**config.mk**
```make
export PLATFORM = sky130hd
export DESIGN_NAME = metal_signal_tracker
export DESIGN_NICKNAME = d
export VERILOG_FILES = /design/src/design/mst_pkg.sv /design/src/design/mst_cal.sv /design/src/design/mst_filter.sv /design/src/design/mst_beep.sv /design/src/design/metal_signal_tracker.sv
export SDC_FILE = /design/constraint.sdc
export NUM_CORES = 2
export LEC_CHECK = 0
export BUFFER_PORTS_ARGS = -buffer_cell sky130_fd_sc_hd__buf_2
export CAP_MARGIN = 20
export CORE_ASPECT_RATIO = 1.1
export CORE_MARGIN = 8
export CORE_UTILIZATION = 60
export DETAILED_ROUTE_END_ITERATION = 16
export PLACE_DENSITY = 0.8
export SETUP_SLACK_MARGIN = 0.5
export SYNTH_ARGS = -nofsm -noshare
export SYNTH_HDL_FRONTEND = slang
export SYNTH_SLANG_ARGS = --single-unit
```
**constraint.sdc**
```tcl
create_clock -name clock -period 8.85 [get_ports clock]
set_input_delay 1.3275 -clock clock [delete_from_list [all_inputs] [get_ports clock]]
set_output_delay 1.3275 -clock clock [all_outputs]
set_load 0.05 [all_outputs]
```
**src/design/mst_pkg.sv**
```systemverilog
package mst_pkg;

   localparam int AMP_W = 16;
   localparam int FILT_W = 28;
   localparam int FRAC_W = 12;
   localparam int SUM_W = 22;
   localparam int SHOWN_W = 17;
   localparam int BEEP_CNT_W = 5;
   localparam int SA_W = 11;
   localparam int CSR_IDX_W = 2;
   localparam int CSR_DATA_W = 16;
   localparam int REQ_DATA_W = 40;
   localparam int RSP_DATA_W = 40;

   localparam int CAL_FRAMES_DEF = 50;
   localparam int DISPLAY_EVERY_DEF = 10;

   localparam logic [11:0] COEF_KEEP = 12'd3686;
   localparam logic [8:0] COEF_NEW = 9'd410;

   localparam logic [0:0] OP_FRAME = 1'b0;
   localparam logic [0:0] OP_TICK = 1'b1;

   localparam logic [CSR_IDX_W-1:0] CSR_DETECT_THR = 2'd0;
   localparam logic [CSR_IDX_W-1:0] CSR_FERROUS_LIM = 2'd1;
   localparam logic [CSR_IDX_W-1:0] CSR_BEEP_THR = 2'd2;
   localparam logic [CSR_IDX_W-1:0] CSR_SOUND_EN = 2'd3;

   localparam logic [15:0] DETECT_THR_RST = 16'd819;
   localparam logic [15:0] FERROUS_LIM_RST = 16'd4160;
   localparam logic [7:0] BEEP_THR_RST = 8'd15;

   localparam logic [1:0] CLASS_FERROUS = 2'd0;
   localparam logic [1:0] CLASS_NONFERROUS = 2'd1;
   localparam logic [1:0] CLASS_NONE = 2'd2;

   localparam logic [6:0] BEEP_SCALE = 7'd100;
   localparam logic [5:0] BEEP_SLOPE = 6'd45;
   localparam int BEEP_T0 = 3000;
   localparam int BEEP_STEP = 100;
   localparam int BEEP_MIN_PERIOD = 2;
   localparam int BEEP_MAX_PERIOD = 30;

   typedef struct packed {
      logic [0:0] opcode;
      logic [AMP_W-1:0] frame_amp;
      logic signed [AMP_W-1:0] frame_phase;
      logic cal_request;
   } item_type;

   typedef struct packed {
      logic normal;
      logic active;
      logic done;
   } cal_status_type;

   typedef struct packed {
      logic [1:0] metal_class;
      logic signed [SHOWN_W-1:0] shown_amp;
      logic signed [SHOWN_W-1:0] shown_phase;
      logic strobe;
   } frame_view_type;

   typedef struct packed {
      logic clear;
      logic force_low;
   } beep_cfg_type;

endpackage

```
**src/design/mst_cal.sv**
```systemverilog
module mst_cal import mst_pkg::*; #(
   parameter int CAL_FRAMES = CAL_FRAMES_DEF
) (
   input  logic clock,
   input  logic reset,
   input  logic frame_go,
   input  logic cal_request,
   input  logic [AMP_W-1:0] frame_amp,
   input  logic signed [AMP_W-1:0] frame_phase,
   output cal_status_type status,
   output logic [AMP_W-1:0] off_amp,
   output logic signed [AMP_W-1:0] off_phase
);

   localparam int CNT_W = $clog2(CAL_FRAMES + 1);
   localparam int DIV_SHIFT = SUM_W + $clog2(CAL_FRAMES);
   localparam int RECIP_W = DIV_SHIFT + 1;
   localparam logic [RECIP_W-1:0] RECIP =
      RECIP_W'(((64'd1 << DIV_SHIFT) + 64'(CAL_FRAMES) - 64'd1) / 64'(CAL_FRAMES));

   logic active_ff, active_in;
   logic [CNT_W-1:0] cnt_ff, cnt_in;
   logic [SUM_W-1:0] amp_sum_ff, amp_sum_in;
   logic signed [SUM_W-1:0] ph_sum_ff, ph_sum_in;
   logic [AMP_W-1:0] off_amp_ff, off_amp_in;
   logic signed [AMP_W-1:0] off_ph_ff, off_ph_in;
   logic [SUM_W-1:0] amp_base, ph_base, ph_mag;
   logic [SUM_W+RECIP_W-1:0] amp_prod, ph_prod;
   logic [AMP_W-1:0] ph_quot;
   logic in_cal, done;

   // offset = floor(sum / CAL_FRAMES) by reciprocal multiply
   assign amp_prod = SUM_W'(amp_sum_ff) * RECIP;
   assign ph_mag = ph_sum_ff[SUM_W-1] ? ~ph_sum_ff : ph_sum_ff;
   assign ph_prod = ph_mag * RECIP;
   assign ph_quot = ph_prod[DIV_SHIFT +: AMP_W];

   always_comb begin
      in_cal = active_ff || cal_request;
      done = 1'b0;
      active_in = active_ff;
      cnt_in = cnt_ff;
      amp_base = (cnt_ff == '0) ? '0 : amp_sum_ff;
      ph_base = (cnt_ff == '0) ? '0 : ph_sum_ff;
      amp_sum_in = amp_sum_ff;
      ph_sum_in = ph_sum_ff;
      off_amp_in = off_amp_ff;
      off_ph_in = off_ph_ff;
      if (frame_go && in_cal) begin
         active_in = 1'b1;
         if (cnt_ff < CNT_W'(CAL_FRAMES)) begin
            amp_sum_in = amp_base + SUM_W'(frame_amp);
            ph_sum_in = $signed(ph_base) + SUM_W'(frame_phase);
            cnt_in = cnt_ff + 1'b1;
         end else begin
            cnt_in = '0;
            active_in = 1'b0;
            done = 1'b1;
            off_amp_in = amp_prod[DIV_SHIFT +: AMP_W];
            off_ph_in = ph_sum_ff[SUM_W-1] ? $signed(~ph_quot) : $signed(ph_quot);
         end
      end
   end

   always_ff @(posedge clock) begin
      if (reset) begin
         active_ff <= 1'b0;
         cnt_ff <= '0;
         amp_sum_ff <= '0;
         ph_sum_ff <= '0;
         off_amp_ff <= '0;
         off_ph_ff <= '0;
      end else begin
         active_ff <= active_in;
         cnt_ff <= cnt_in;
         amp_sum_ff <= amp_sum_in;
         ph_sum_ff <= ph_sum_in;
         off_amp_ff <= off_amp_in;
         off_ph_ff <= off_ph_in;
      end
   end

   assign status.normal = !in_cal;
   assign status.active = active_in;
   assign status.done = done;
   assign off_amp = off_amp_ff;
   assign off_phase = off_ph_ff;

   a_idle_count : assert property (@(posedge clock) disable iff (reset)
      !active_ff |-> cnt_ff == '0) else $error("count left over outside calibration");
   a_count_max : assert property (@(posedge clock) disable iff (reset)
      cnt_ff <= CNT_W'(CAL_FRAMES)) else $error("calibration count overrun");
   a_done_ends : assert property (@(posedge clock) disable iff (reset)
      frame_go && done |=> !active_ff) else $error("calibration still active after done");

endmodule

```
**src/design/mst_filter.sv**
```systemverilog
module mst_filter import mst_pkg::*; #(
   parameter int DISPLAY_EVERY = DISPLAY_EVERY_DEF
) (
   input  logic clock,
   input  logic reset,
   input  logic frame_go,
   input  logic [AMP_W-1:0] frame_amp,
   input  logic signed [AMP_W-1:0] frame_phase,
   input  logic [AMP_W-1:0] off_amp,
   input  logic signed [AMP_W-1:0] off_phase,
   input  logic [15:0] detect_thr,
   input  logic signed [15:0] ferrous_lim,
   output logic signed [SHOWN_W-1:0] held_amp,
   output frame_view_type view
);

   localparam int DEC_W = $clog2(DISPLAY_EVERY + 1);

   logic [FILT_W-1:0] amp_filt_ff, amp_filt_in;
   logic signed [FILT_W-1:0] ph_filt_ff, ph_filt_in;
   logic [DEC_W-1:0] dec_ff, dec_in;
   logic [1:0] class_ff, class_in;
   logic signed [SHOWN_W-1:0] held_amp_ff, held_amp_in;
   logic signed [SHOWN_W-1:0] held_ph_ff, held_ph_in;
   logic [FILT_W+11:0] amp_keep;
   logic [AMP_W+8:0] amp_new;
   logic signed [FILT_W+12:0] ph_keep;
   logic signed [AMP_W+9:0] ph_new;
   logic [FILT_W-1:0] amp_filt_c;
   logic signed [FILT_W-1:0] ph_filt_c;
   logic [AMP_W-1:0] fa;
   logic signed [AMP_W-1:0] fp;
   logic signed [SHOWN_W-1:0] amp_c, ph_c;
   logic [1:0] class_c;
   logic strobe;

   // 0.9 / 0.1 low-pass, state at 12 extra fraction bits
   assign amp_keep = amp_filt_ff * COEF_KEEP;
   assign amp_new = frame_amp * COEF_NEW;
   assign ph_keep = ph_filt_ff * $signed({1'b0, COEF_KEEP});
   assign ph_new = frame_phase * $signed({1'b0, COEF_NEW});
   assign amp_filt_c = amp_keep[FILT_W+FRAC_W-1:FRAC_W] + FILT_W'(amp_new);
   assign ph_filt_c = $signed(ph_keep[FILT_W+FRAC_W-1:FRAC_W]) + FILT_W'(ph_new);
   assign fa = amp_filt_c[FILT_W-1:FRAC_W];
   assign fp = ph_filt_c[FILT_W-1:FRAC_W];
   assign amp_c = $signed({1'b0, fa}) - $signed({1'b0, off_amp});
   assign ph_c = $signed({fp[AMP_W-1], fp}) - $signed({off_phase[AMP_W-1], off_phase});

   always_comb begin
      if (amp_c > $signed({1'b0, detect_thr})) begin
         class_c = (ph_c <= $signed({ferrous_lim[15], ferrous_lim})) ?
                   CLASS_FERROUS : CLASS_NONFERROUS;
      end else begin
         class_c = CLASS_NONE;
      end
   end

   always_comb begin
      amp_filt_in = amp_filt_ff;
      ph_filt_in = ph_filt_ff;
      held_amp_in = held_amp_ff;
      held_ph_in = held_ph_ff;
      class_in = class_ff;
      dec_in = dec_ff;
      strobe = 1'b0;
      if (frame_go) begin
         amp_filt_in = amp_filt_c;
         ph_filt_in = ph_filt_c;
         held_amp_in = amp_c;
         held_ph_in = ph_c;
         class_in = class_c;
         if (dec_ff >= DEC_W'(DISPLAY_EVERY - 1)) begin
            strobe = 1'b1;
            dec_in = '0;
         end else begin
            dec_in = dec_ff + 1'b1;
         end
      end
   end

   always_ff @(posedge clock) begin
      if (reset) begin
         amp_filt_ff <= '0;
         ph_filt_ff <= '0;
         held_amp_ff <= '0;
         held_ph_ff <= '0;
         class_ff <= CLASS_NONE;
         dec_ff <= '0;
      end else begin
         amp_filt_ff <= amp_filt_in;
         ph_filt_ff <= ph_filt_in;
         held_amp_ff <= held_amp_in;
         held_ph_ff <= held_ph_in;
         class_ff <= class_in;
         dec_ff <= dec_in;
      end
   end

   assign held_amp = held_amp_ff;
   assign view.metal_class = class_in;
   assign view.shown_amp = held_amp_in;
   assign view.shown_phase = held_ph_in;
   assign view.strobe = strobe;

   a_dec_range : assert property (@(posedge clock) disable iff (reset)
      dec_ff < DEC_W'(DISPLAY_EVERY)) else $error("decimator out of range");
   a_class_hold : assert property (@(posedge clock) disable iff (reset)
      !frame_go |=> class_ff == $past(class_ff)) else $error("class moved without a frame");
   a_held_hold : assert property (@(posedge clock) disable iff (reset)
      !frame_go |=> $stable(held_amp_ff)) else $error("held amplitude moved without a frame");

endmodule

```
**src/design/mst_beep.sv**
```systemverilog
module mst_beep import mst_pkg::*; (
   input  logic clock,
   input  logic reset,
   input  logic tick_go,
   input  logic signed [SHOWN_W-1:0] held_amp,
   input  logic [7:0] beep_thr,
   input  logic sound_en,
   input  beep_cfg_type cfg,
   output logic beep_level
);

   logic [BEEP_CNT_W-1:0] cnt_ff, cnt_in, cnt_inc, period;
   logic beep_ff, beep_in;
   logic [AMP_W+6:0] scaled;
   logic [SA_W-1:0] sa;
   logic [SA_W+5:0] sa45;

   assign scaled = held_amp[AMP_W-1:0] * BEEP_SCALE;
   assign sa = (!held_amp[SHOWN_W-1] && held_amp != '0) ? scaled[AMP_W+6:FRAC_W] : '0;
   assign sa45 = sa * BEEP_SLOPE;
   assign cnt_inc = cnt_ff + 1'b1;

   // period = max(2, (3000 - 45 * sa) / 100), the largest step still reached
   always_comb begin
      period = BEEP_CNT_W'(BEEP_MIN_PERIOD);
      for (int p = BEEP_MIN_PERIOD + 1; p <= BEEP_MAX_PERIOD; p++) begin
         if (sa45 <= (SA_W+6)'(BEEP_T0 - BEEP_STEP * p)) begin
            period = BEEP_CNT_W'(p);
         end
      end
   end

   always_comb begin
      cnt_in = cnt_ff;
      beep_in = beep_ff;
      if (cfg.clear) begin
         cnt_in = '0;
         if (cfg.force_low) begin
            beep_in = 1'b0;
         end
      end else if (tick_go && sound_en) begin
         if (cnt_ff == '0) begin
            if (sa > {3'b000, beep_thr}) begin
               beep_in = 1'b1;
            end
         end else if (cnt_ff == BEEP_CNT_W'(1)) begin
            beep_in = 1'b0;
         end
         cnt_in = (cnt_inc >= period) ? '0 : cnt_inc;
      end
   end

   always_ff @(posedge clock) begin
      if (reset) begin
         cnt_ff <= '0;
         beep_ff <= 1'b0;
      end else begin
         cnt_ff <= cnt_in;
         beep_ff <= beep_in;
      end
   end

   assign beep_level = beep_in;

   a_quiet_off : assert property (@(posedge clock) disable iff (reset)
      beep_ff |-> sound_en) else $error("beeper driven while sound off");
   a_pulse_start : assert property (@(posedge clock) disable iff (reset)
      $rose(beep_ff) |-> $past(cnt_ff) == '0) else $error("pulse started mid period");
   a_cnt_range : assert property (@(posedge clock) disable iff (reset)
      cnt_ff < BEEP_CNT_W'(BEEP_MAX_PERIOD)) else $error("beep counter out of range");

endmodule

```
**src/design/metal_signal_tracker.sv**
```systemverilog
// channel  dir  ports                           word taken when
// req      in   tvalid tready tdata tuser       tvalid && tready
// rsp      out  tvalid tready tdata             tvalid && tready
// csr      in   wr_en index wr_data             wr_en high
//
// one word per cycle sustained while rsp_tready is high; a taken word is held in the
// item register, and its result is presented from the result register
// the filter, offset and classify path sits between those two registers
// reset is synchronous and restores filters, sums, flags and control registers to defaults;
// the item and result data registers are not reset. rsp_tready low holds the result;
// req_tready drops while both registers are full and the result is held
module metal_signal_tracker import mst_pkg::*; #(
   parameter int CAL_FRAMES = CAL_FRAMES_DEF,
   parameter int DISPLAY_EVERY = DISPLAY_EVERY_DEF
) (
   input  logic clock,
   input  logic reset,
   input  logic req_tvalid,
   output logic req_tready,
   input  logic [REQ_DATA_W-1:0] req_tdata,  // frame_amp, frame_phase, cal_request
   input  logic [0:0] req_tuser,              // opcode
   output logic rsp_tvalid,
   input  logic rsp_tready,
   // metal_class, shown_amp, shown_phase, display_strobe, calibrating, cal_done,
   // beep_level
   output logic [RSP_DATA_W-1:0] rsp_tdata,
   input  logic csr_wr_en,
   input  logic [CSR_IDX_W-1:0] csr_index,
   input  logic [CSR_DATA_W-1:0] csr_wr_data
);

   logic in_valid_ff, in_valid_in;
   item_type item_ff;
   logic rsp_valid_ff, rsp_valid_in;
   logic [RSP_DATA_W-1:0] rsp_data_ff;
   logic advance, frame_go, tick_go;
   logic [15:0] detect_thr_ff;
   logic signed [15:0] ferrous_lim_ff;
   logic [7:0] beep_thr_ff;
   logic sound_en_ff;
   cal_status_type cal_status;
   frame_view_type view;
   beep_cfg_type beep_cfg;
   logic [AMP_W-1:0] off_amp;
   logic signed [AMP_W-1:0] off_phase;
   logic signed [SHOWN_W-1:0] held_amp;
   logic beep_level;

   assign advance = in_valid_ff && (!rsp_valid_ff || rsp_tready);
   assign req_tready = !in_valid_ff || advance;
   assign frame_go = advance && (item_ff.opcode == OP_FRAME);
   assign tick_go = advance && (item_ff.opcode == OP_TICK);

   always_comb begin
      in_valid_in = in_valid_ff;
      if (req_tvalid && req_tready) begin
         in_valid_in = 1'b1;
      end else if (advance) begin
         in_valid_in = 1'b0;
      end
      rsp_valid_in = rsp_valid_ff;
      if (advance) begin
         rsp_valid_in = 1'b1;
      end else if (rsp_tready) begin
         rsp_valid_in = 1'b0;
      end
   end

   always_ff @(posedge clock) begin
      if (reset) begin
         in_valid_ff <= 1'b0;
         rsp_valid_ff <= 1'b0;
      end else begin
         in_valid_ff <= in_valid_in;
         rsp_valid_ff <= rsp_valid_in;
      end
   end

   always_ff @(posedge clock) begin
      if (req_tvalid && req_tready) begin
         item_ff.opcode <= req_tuser;
         item_ff.frame_amp <= req_tdata[15:0];
         item_ff.frame_phase <= req_tdata[31:16];
         item_ff.cal_request <= req_tdata[32];
      end
      if (advance) begin
         rsp_data_ff <= {beep_level, cal_status.done, cal_status.active, view.strobe,
                         view.shown_phase, view.shown_amp, view.metal_class};
      end
   end

   always_ff @(posedge clock) begin
      if (reset) begin
         detect_thr_ff <= DETECT_THR_RST;
         ferrous_lim_ff <= FERROUS_LIM_RST;
         beep_thr_ff <= BEEP_THR_RST;
         sound_en_ff <= 1'b0;
      end else if (csr_wr_en) begin
         case (csr_index)
            CSR_DETECT_THR: begin
               detect_thr_ff <= csr_wr_data;
            end
            CSR_FERROUS_LIM: begin
               ferrous_lim_ff <= csr_wr_data;
            end
            CSR_BEEP_THR: begin
               beep_thr_ff <= csr_wr_data[7:0];
            end
            CSR_SOUND_EN: begin
               sound_en_ff <= csr_wr_data[0];
            end
            default: begin
               sound_en_ff <= sound_en_ff;
            end
         endcase
      end
   end

   assign beep_cfg.clear = csr_wr_en && (csr_index == CSR_SOUND_EN);
   assign beep_cfg.force_low = !csr_wr_data[0];

   mst_cal #(
      .CAL_FRAMES(CAL_FRAMES)
   ) u_cal (
      .clock(clock),
      .reset(reset),
      .frame_go(frame_go),
      .cal_request(item_ff.cal_request),
      .frame_amp(item_ff.frame_amp),
      .frame_phase(item_ff.frame_phase),
      .status(cal_status),
      .off_amp(off_amp),
      .off_phase(off_phase)
   );

   mst_filter #(
      .DISPLAY_EVERY(DISPLAY_EVERY)
   ) u_filter (
      .clock(clock),
      .reset(reset),
      .frame_go(frame_go && cal_status.normal),
      .frame_amp(item_ff.frame_amp),
      .frame_phase(item_ff.frame_phase),
      .off_amp(off_amp),
      .off_phase(off_phase),
      .detect_thr(detect_thr_ff),
      .ferrous_lim(ferrous_lim_ff),
      .held_amp(held_amp),
      .view(view)
   );

   mst_beep u_beep (
      .clock(clock),
      .reset(reset),
      .tick_go(tick_go),
      .held_amp(held_amp),
      .beep_thr(beep_thr_ff),
      .sound_en(sound_en_ff),
      .cfg(beep_cfg),
      .beep_level(beep_level)
   );

   assign rsp_tvalid = rsp_valid_ff;
   assign rsp_tdata = rsp_data_ff;

   a_done_not_cal : assert property (@(posedge clock) disable iff (reset)
      rsp_valid_ff |-> !(rsp_data_ff[38] && rsp_data_ff[37]))
      else $error("cal done while still calibrating");
   a_done_no_strobe : assert property (@(posedge clock) disable iff (reset)
      rsp_valid_ff |-> !(rsp_data_ff[38] && rsp_data_ff[36]))
      else $error("strobe on a calibration word");
   a_stall_hold : assert property (@(posedge clock) disable iff (reset)
      rsp_valid_ff && !rsp_tready |=> rsp_valid_ff && $stable(rsp_data_ff))
      else $error("result lost under stall");

endmodule
```
==> results.json <==
{
  "rsz0062_at_grt": "true",
  "max_clock_freq_mhz": 104,
  "fillCellCount": 6164,
  "wl_per_cell_um": 18.9,
  "maxSlewViolCount": 0,
  "critical_path_class": "reg -> reg",
  "die_h_um": 326,
  "fin_crit_sh": 1.08,
  "die-width_um": 298,
  "initial_core_util": 0.606,
  "failed_checks": "negative setup slack",
  "startpoint_type": "register",
  "grt_pass1_wl_um": 221000,
  "drt-total-wl_um": 139000,
  "antenna_found_initial": 1,
  "firstDrtPassIters": 6,
  "syn_area_mm2": 0.0525,
  "drive_above_1_share": 0.172,
  "vias": 42100,
  "path_clk_slew_ns": 0.06,
  "worst_pin_slew_ns": 1.17,
  "worst_r2r_startpoint": "u_filter.amp_filt_ff[4]$_SDFFE_PP0P_",
  "cp.arrival_ns": 9.93,
  "coreArea_mm2": 0.0865,
  "async_reset_ff_frac": 0,
  "min_path_type": "reg -> reg",
  "ys_top_cells_by_count": "1054 x ha_1, 1028 x inv_1, 674 x fa_1",
  "max-cap-violations": 0,
  "slowest_stage": "fa_1",
  "finalSetupViolCount": 6,
  "yosysTopAreaCell": "fa_1",
  "stdcell_count": 7366,
  "hp-start": "ferrous_lim_ff[3]$_SDFFE_PP0P_",
  "critical_path.most_common_cell": "fa_1",
  "nets": 7977,
  "cts_htree_levels": 2,
  "grt_use_total": 0.277,
  "crit_required_ns": 9.18,
  "relSlewSlack": 0.211,
  "dp_slack_ns": -0.601,
  "drc_errors": 0,
  "path_buf_inv": 4,
  "ios": 106,
  "overflow": 0,
  "clk_path_buf_depth": 3,
  "cts_sinks": 302,
  "critPathLaunch": "u_filter.amp_filt_ff[4]$_SDFFE_PP0P_",
  "critical-path-top-delay-family": "adder cells",
  "status": "finished, violations left",
  "avgSynthCellArea_um2": 9.32,
  "fin_skew_ns": 0.0296,
  "cts_buffers": 39,
  "critPathMaxFanout": 4,
  "yosysWarnings": 0,
  "ant_nets": 0,
  "synth_flop_cell": "dfxtp_1",
  "yosys.cell_types.count": 88,
  "cts_tree": "yes",
  "synth_seq_cells": 302,
  "min_period_ns": 9.60,
  "synthMostInstantiatedCell": "ha_1",
  "detailed_place_hpwl_um": 112000,
  "dieArea_mm2": 0.0972,
  "drtIter0Drc": 2490,
  "ys_top_cells_by_area": "fa_1 26%, ha_1 25%, dfxtp_1 8.7%",
  "vias_per_cell": 5.71,
  "yosysTopAreaCellShare": 0.257,
  "syn_to_final_growth_pct": 17.0,
  "setup_slack_ns": -0.748,
  "slowest_delay_ns": 0.55,
  "hold_viol_final": 0,
  "fin_util": 0.709,
  "rows": 113,
  "portBuffers": 98,
  "clock-root-buffer": "clkbuf_16",
  "synth-seq-area-share": 0.129,
  "place_inst": 7210,
  "cp-end-kind": "register",
  "gp_congestion": 0.969,
  "syn-num-nets": 7422,
  "grt_pass1_vias": 44200,
  "grt_max_degree": 90,
  "synth_cells": 5630,
  "synth_edf_count": 74,
  "clk_latency_ns": 0.60
}
## flip-flops by register name (all words and copies together) (netlist names), 6 cells and up
name / flops
u_filter.held_ph_ff: 17
detect_thr_ff: 16
item_ff: 34
u_cal.ph_sum_ff: 22
u_filter.held_amp: 17
beep_thr_ff: 8
u_filter.amp_filt_ff: 28
u_cal.off_phase: 16
u_cal.off_amp: 16
ferrous_lim_ff: 16
u_filter.ph_filt_ff: 28
rsp_tdata: 40
u_cal.cnt_ff: 6
u_cal.amp_sum_ff: 22
## what timing repair did
action / CTS / global route
pin swaps: 138 / 146
setup endpoints to repair: 35 / 49
setup buffers: 47 / 35
hold buffers: 0 / 0
resized for setup: 149 / 175
## cell type report
class | instances | area (µm²) | area share
diodes | 1 | 2.50 | 0.0000408
clock buffers | 48 | 1080 | 0.0177
clock inverters | 23 | 241 | 0.00394
inverters | 1028 | 3860 | 0.0629
multi-input cells | 4186 | 43300 | 0.705
flip-flops and latches | 302 | 6850 | 0.112
well taps | 1150 | 1440 | 0.0234
repair buffers | 628 | 4590 | 0.0749
## stage by stage
| stage | hold WS [ns] | area, µm² | TNS (ns) |
|---|---|---|---|
| after floorplan | 0.432 | 52900 | 0 |
| after global placement | 0.441 | 57800 | -2.04 |
| after detailed placement | 0.448 | 57800 | -3.83 |
| after CTS | 0.456 | 60300 | -1.29 |
| after global routing | 0.471 | 61400 | -7.59 |
| final | 0.453 | 61400 | -3.61 |
## cell families (layout without fill, tap and decap cells)
logic type	after synthesis	in the layout	synth area share
AO/OA/AOI/OAI	933	933	0.116
XOR/XNOR	323	323	0.0539
adder cells (fa/ha/maj)	1729	1729	0.509
buffers and inverters	1142	1727	0.0818
flip-flops	302	302	0.129
multiplexers	23	23	0.00475
other	0	1	0
AND/OR/NAND/NOR	1178	1178	0.106
## placed cells by master, fill, tap and decap left out, types with 102 or more instances in the layout
cell type / instances
buf_4: 503
a21oi_1: 285
ha_1: 1001
o21ai_0: 110
nor2_1: 306
xnor2_1: 198
dfxtp_1: 202
nand2_1: 361
xor2_1: 102
fa_1: 665
inv_1: 1017
## worst paths after layout
path	end	slack, ns	cells after the start
max	rsp_tdata[0]$_DFFE_PP_	-0.75	37
min	ferrous_lim_ff[3]$_SDFFE_PP0P_	0.45	2
max reg2reg	rsp_tdata[0]$_DFFE_PP_	-0.75	37
min reg2reg	ferrous_lim_ff[3]$_SDFFE_PP0P_	0.45	2
## routing by layer
| layer | routed length [µm] | up-vias | part of all wire | global-route usage |
|---|---|---|---|---|
| li1 | - | 19900 | - | - |
| met1 | 56100 | 20600 | 0.40 | 0.338 |
| met2 | 69300 | 1167 | 0.50 | 0.493 |
| met3 | 6410 | 420 | 0.046 | 0.0301 |
| met4 | 7370 | 2 | 0.053 | 0.118 |
| met5 | 13 | - | 0.000093 | 0 |
## worst min-delay path: cells and delay by family, from the launching register on
family / cells / cell delay [ns]
flip-flops: 1 / 0.31
AND/OR/NAND/NOR: 1 / 0.05
AO/OA/AOI/OAI: 1 / 0.05
Power is left out: the tool's default activity adds up to more than one toggle a clock period on the data nets, which glitch-free logic cannot reach.
